--- src/nrm_pkg.sv ---
// Shared types and constants for the vector normalizer.
package nrm_pkg;

  localparam int unsigned SQRT_STAGES = 32;
  localparam int unsigned DIV_STAGES  = 31;
  localparam int unsigned FRONT_STAGES = 3;
  localparam int unsigned PIPE_DEPTH  = FRONT_STAGES + SQRT_STAGES + DIV_STAGES;

  typedef struct packed {
    logic signed [31:0] rod_x;
    logic signed [31:0] rod_y;
    logic signed [31:0] rod_z;
    logic               last_in;
  } in_t;

  typedef struct packed {
    logic signed [31:0] axis_x;
    logic signed [31:0] axis_y;
    logic signed [31:0] axis_z;
    logic        [31:0] vec_length;
    logic               zero_length;
    logic               last_out;
  } out_t;

  // sideband that rides along the root pipeline
  typedef struct packed {
    logic [31:0] mag_x;
    logic [31:0] mag_y;
    logic [31:0] mag_z;
    logic        neg_x;
    logic        neg_y;
    logic        neg_z;
    logic        zero;
    logic        last;
  } side_t;

  // sideband that rides alongside the divider lanes
  typedef struct packed {
    logic [31:0] len;
    logic        neg_x;
    logic        neg_y;
    logic        neg_z;
    logic        zero;
    logic        last;
  } dly_t;

endpackage

--- src/nrm_div_lane.sv ---
// One divider lane: (mag << 30) / len, one quotient bit per stage, mag <= len.
module nrm_div_lane import nrm_pkg::*; (
  input  logic        clk,
  input  logic        en,
  input  logic [31:0] mag_i,
  input  logic [31:0] len_i,
  output logic [30:0] quo_o
);

  logic [32:0] rem_r [DIV_STAGES];
  logic [31:0] len_r [DIV_STAGES];
  logic [30:0] quo_r [DIV_STAGES];

  genvar k;
  generate
    for (k = 0; k < DIV_STAGES; k++) begin : g_stage
      logic [32:0] rem_in;
      logic [31:0] len_in;
      logic [30:0] quo_in;
      logic        ge;
      logic [32:0] rs;

      if (k == 0) begin : g_first
        assign rem_in = {1'b0, mag_i};
        assign len_in = len_i;
        assign quo_in = '0;
      end else begin : g_next
        assign rem_in = rem_r[k-1];
        assign len_in = len_r[k-1];
        assign quo_in = quo_r[k-1];
      end

      assign ge = (rem_in >= {1'b0, len_in});
      assign rs = ge ? (rem_in - {1'b0, len_in}) : rem_in;

      always_ff @(posedge clk) begin
        if (en) begin
          rem_r[k] <= {rs[31:0], 1'b0};
          len_r[k] <= len_in;
          quo_r[k] <= {quo_in[29:0], ge};
        end
      end
    end
  endgenerate

  assign quo_o = quo_r[DIV_STAGES-1];

endmodule

--- config.mk ---
export PLATFORM = sky130hd
export DESIGN_NAME = nrm_div_lane
export DESIGN_NICKNAME = d
export VERILOG_FILES = /design/src/nrm_pkg.sv /design/src/nrm_div_lane.sv
export SDC_FILE = /design/constraint.sdc
export NUM_CORES = 2
export LEC_CHECK = 0
export BUFFER_PORTS_ARGS = -buffer_cell sky130_fd_sc_hd__buf_4
export CAP_MARGIN = 20
export CORE_MARGIN = 3
export CORE_UTILIZATION = 47
export CTS_CLUSTER_DIAMETER = 80
export DETAILED_ROUTE_END_ITERATION = 6
export PLACE_DENSITY_LB_ADDON = 0.15
export RECOVER_POWER = 50
export SLEW_MARGIN = 20
export SYNTH_ARGS = -nofsm -noshare
export SYNTH_HDL_FRONTEND = slang
export SYNTH_SLANG_ARGS = --single-unit
--- constraint.sdc ---
create_clock -name clk -period 10.6 [get_ports clk]
set_input_delay 2.12 -clock clk [delete_from_list [all_inputs] [get_ports clk]]
set_output_delay 2.12 -clock clk [all_outputs]
set_load 0.02 [all_outputs]
# Yosys cells after proc, flatten, opt, wreduce, memory -nomap -nowiden

Memories as Yosys holds them, arrays and structs flattened.
Cells that the tools add are included.

Multiplexer cells: 33
Magnitude comparators: 31
$add $sub $neg: 31

Operators with widths:

| cell             | number |
|---|---|
| $mux W32         | 31 |
| $sub A32 B32 Y32 | 31 |
| $ge A33 B32 Y1   | 30 |
| $ge A32 B32 Y1   | 1 |
| $mux W1          | 2 |

RAM bits: 2945
Output and inout port bits: 31
Memories: 3
Logic and storage cells: 98
Register bits: 0

Memory list:

| memory | words | width | read ports | clocked after Yosys merged registers in | write ports | line               | text |
|---|---|---|---|---|---|---|---|
| len_r  | 31    | 32    | 30         | 0                                       | 31          | nrm_div_lane.sv:11 | `logic [31:0] len_r [DIV_STAGES];` |
| rem_r  | 31    | 32    | 30         | 0                                       | 31          | nrm_div_lane.sv:10 | `logic [32:0] rem_r [DIV_STAGES];` |
| quo_r  | 31    | 31    | 31         | 0                                       | 31          | nrm_div_lane.sv:12 | `logic [30:0] quo_r [DIV_STAGES];` |

# Logic depth before layout (Yosys ltp)

An unclocked memory read counts as a cell.

Word-level depth: 3
Depth in mapped cells: 15

# Worst setup path before layout

Ideal clock, no wire load.

Path kind: input-to-reg
Start point: input port len_i[2]
End point: memory rem_r[0][12] (netlist name) (data pin)
Data required time: 10340 ps
Cell stages on the path: 12
Library setup time: 260 ps
Data arrival time: 4783 ps
Path slack: 5557 ps
Cell sequence: inv_1 -> ha_1 -> nor2b_1 -> o2111ai_1 -> nand2_1 -> o31a_1 -> a221oi_2 -> o21a_1 -> a2111oi_0 -> o32ai_2 -> buf_2 -> mux2_2

RTL lines:

| what               | line               | text |
|---|---|---|
| start: declaration | nrm_div_lane.sv:6  | `input logic [31:0] len_i,` |
| end: declaration   | nrm_div_lane.sv:10 |  |

==> flow_metrics.tcl <==
set metrics [dict create \
    crit_fanout 180 \
    dpl-instance-area_um2 141000 \
    finalSetupViolations 0 \
    ctsLongestPathBuffers 4 \
    fmax_ghz 0.169 \
    hp-start "quo_r[7][9]" \
    synth_edf_count 2416 \
    timing.hold.worst_endpoint "quo_r[7][41]" \
    ys_seq_area_share_pct 53.4 \
    cp.arrival_ns 6.29 \
    rsz0062_at_grt "no" \
    critPathKind "primary input to flop" \
    ctsResizeCount 0 \
    holdCritPathClass "flop to flop" \
    ys_ff_latch 2416 \
    p_leak_nw 60.9 \
    overflow 0 \
    die_area_um2 296000 \
    power_density_nw_per_um2 317 \
    die_w_um 544 \
    ctsRootBufferMaster "clkbuf_16" \
    fin_hold_ws_ns 0.408 \
    layout_commonest_cell "edfxtp_1" \
    grt_pass1_vias 88800 \
    die-height_um 544 \
    synthArstFlopShare_pct 0 \
    route.detailed.drc 2 \
    rr_startpoint "rem_r[10][32]" \
    grt_max_degree 181 \
    finalHoldViolations 0 \
    portBuffers 96 \
    finalCriticalPeriod_ns 5.93 \
    synth_cells 12100 \
    critPathBufInv 2 \
    vias 91600 \
    crit_required_ns 10.96 \
    cp-end-kind "flop" \
    dpl.hpwl_mm 247 \
    clk_latency_ns 0.88 \
    hold_depth 0 \
    cts_buffers 276 \
    ys_warn_count 0 \
    gp_congestion 0.925 \
    track_usage_pct 21.7 \
    avgSynthCellArea_um2 11.2 \
    syn_nets 13200 \
    fill_cells 24900 \
    status "finished with violations" \
    clock-sinks 2416 \
    wl_per_cell_um 20.3 \
    finalMaxSlewViolations 635 \
    cts.hold.buffers_added 0 \
    post_cts_buffers 0 \
    rrSetupSlack_ns 5.93 \
    grt_pass1_wl_mm 509 \
    register_area_um2 72500 \
    wl_mm 329 \
    cp-startpoint "en" \
    ios 97 \
    crit_chain "buf_16 -> clkbuf_2" \
    start_kind "primary input" \
    crit_path_top_delay_cell "clkbuf_2" \
    fin_crit_sh_pct 56.0 \
    synth_cell_types 104 \
    cts_tree "yes" \
    path_clk_slew_ns 0.06 \
    violations "DRC, capacitance limit, slew limit" \
    syn_area_um2 136000 \
    viasPerCell 5.65 \
    r2r.worst_path.cells 12 \
    worst_pin_slew_ns 4.55 \
    dr.pass1.iters 7 \
    coreArea_um2 286000 \
    ant_nets 0 \
    skew_ns 0.0359 \
    area_growth_pct 10.1 \
    ys.flop_type "edfxtp_1" \
    initial_core_util_pct 47.5 \
    peakVddDrop_uv 194 \
    layout_common_cells "edfxtp_1 (2416), inv_1 (1243), a21oi_1 (1000)" \
    multi_input_area_um2 57600 \
    max_stage_delay_ns 3.09 \
    drt_iter0_drc 7449 \
    drv_cap 8 \
    antenna_found_initial 4 \
    drive_above_1_share_pct 7.95 \
    cts_max_level 5 \
    layout.nets 13300 \
    relSlewSlack_pct -204 \
    postLayoutCellArea_um2 150000 \
    num_rows 196 \
    r2r_end "rem_r[11][25]" \
    crit_family "buffers and inverters" \
    setup_tns_ns 0 \
]
==> sequential cells by signal, summed over array words and instances (netlist names) <==
signal  count
rem_r     960
len_r     960
quo_r     496
==> how the worst max path moves through the flow <==
stage          slack, ns  depth (start not counted)            end
2_1_floorplan       5.56                         12   rem_r[0][12]
3_3_place_gp        4.54                         15   rem_r[0][23]
3_5_place_dp        4.62                         15   rem_r[0][23]
5_1_grt             4.45                          2  rem_r[10][12]
6_report            4.67                          2  len_r[10][18]
4_1_cts             5.59                         15   rem_r[0][23]
==> power breakdown <==
group	switching, mW	internal [mW]	leakage, nW
Clock	3.83	5.55	4.31
Sequential	1.73	14.3	23.6
Combinational	12.6	9.31	33.0
==> area by class of cell <==
class                           count  share of cell area (%)
Sequential cell                  2416                    48.5
Multi-Input combinational cell   8133                    38.5
Clock buffer                      320                    4.88
Tap cell                         3762                    3.15
Inverter                         1249                    3.13
Clock inverter                    165                    1.04
Timing Repair Buffer              150                   0.814
Antenna cell                        4                 0.00669
==> Yosys cell counts, drive strengths merged, types with 44 or more instances <==
cell    count  area share (%)
nor4       44            0.20
a31oi     112            0.54
nor3      166            0.61
o21bai    108            0.60
o31ai      84            0.49
a21oi    1004             3.7
inv      1248             3.4
and3       83            0.38
xor2      345             2.2
ha        991             9.1
xnor2     451             2.9
o21a      138            0.76
a211oi     86            0.48
mux2      346             2.9
nand2b    118            0.54
clkbuf    242            0.67
or3        54            0.25
nor2      641             1.8
nand3     189            0.70
nand4     170            0.78
and2       55            0.25
buf        77            0.34
nand2     881             2.4
edfxtp   2416              53
nor2b     142            0.65
o21ai     815             3.0
a21o      524             2.9
==> per-layer routing <==
metal,GRT usage (%),vias to the layer above,routed length [µm]
met4,6.86,0,10600
met5,0,-,0
met3,2.26,522,13900
met1,28.5,44200,143000
met2,37.8,2146,161000
li1,-,44700,-
==> cell families after synthesis <==
logic type	after synthesis	synth area share (%)
compound gates	3294	15.3
buf+inv	1568	4.46
fa+ha+maj	1021	9.56
simple gates	2656	9.22
mux	366	3.02
xor+xnor	796	5.13
flops	2416	53.4
==> stage by stage <==
step	cells	setup WS, ns	utilization [%]	power, mW
2_1_floorplan	12100	5.56	-	31.9
3_3_place_gp	15700	4.54	49.2	37.6
3_5_place_dp	15700	4.62	49.2	37.9
4_1_cts	16200	5.59	52.3	47.6
5_1_grt	16200	4.45	52.2	50.8
6_report	16200	4.67	52.2	47.4
No activity file was read; power rests on OpenSTA's default activity.
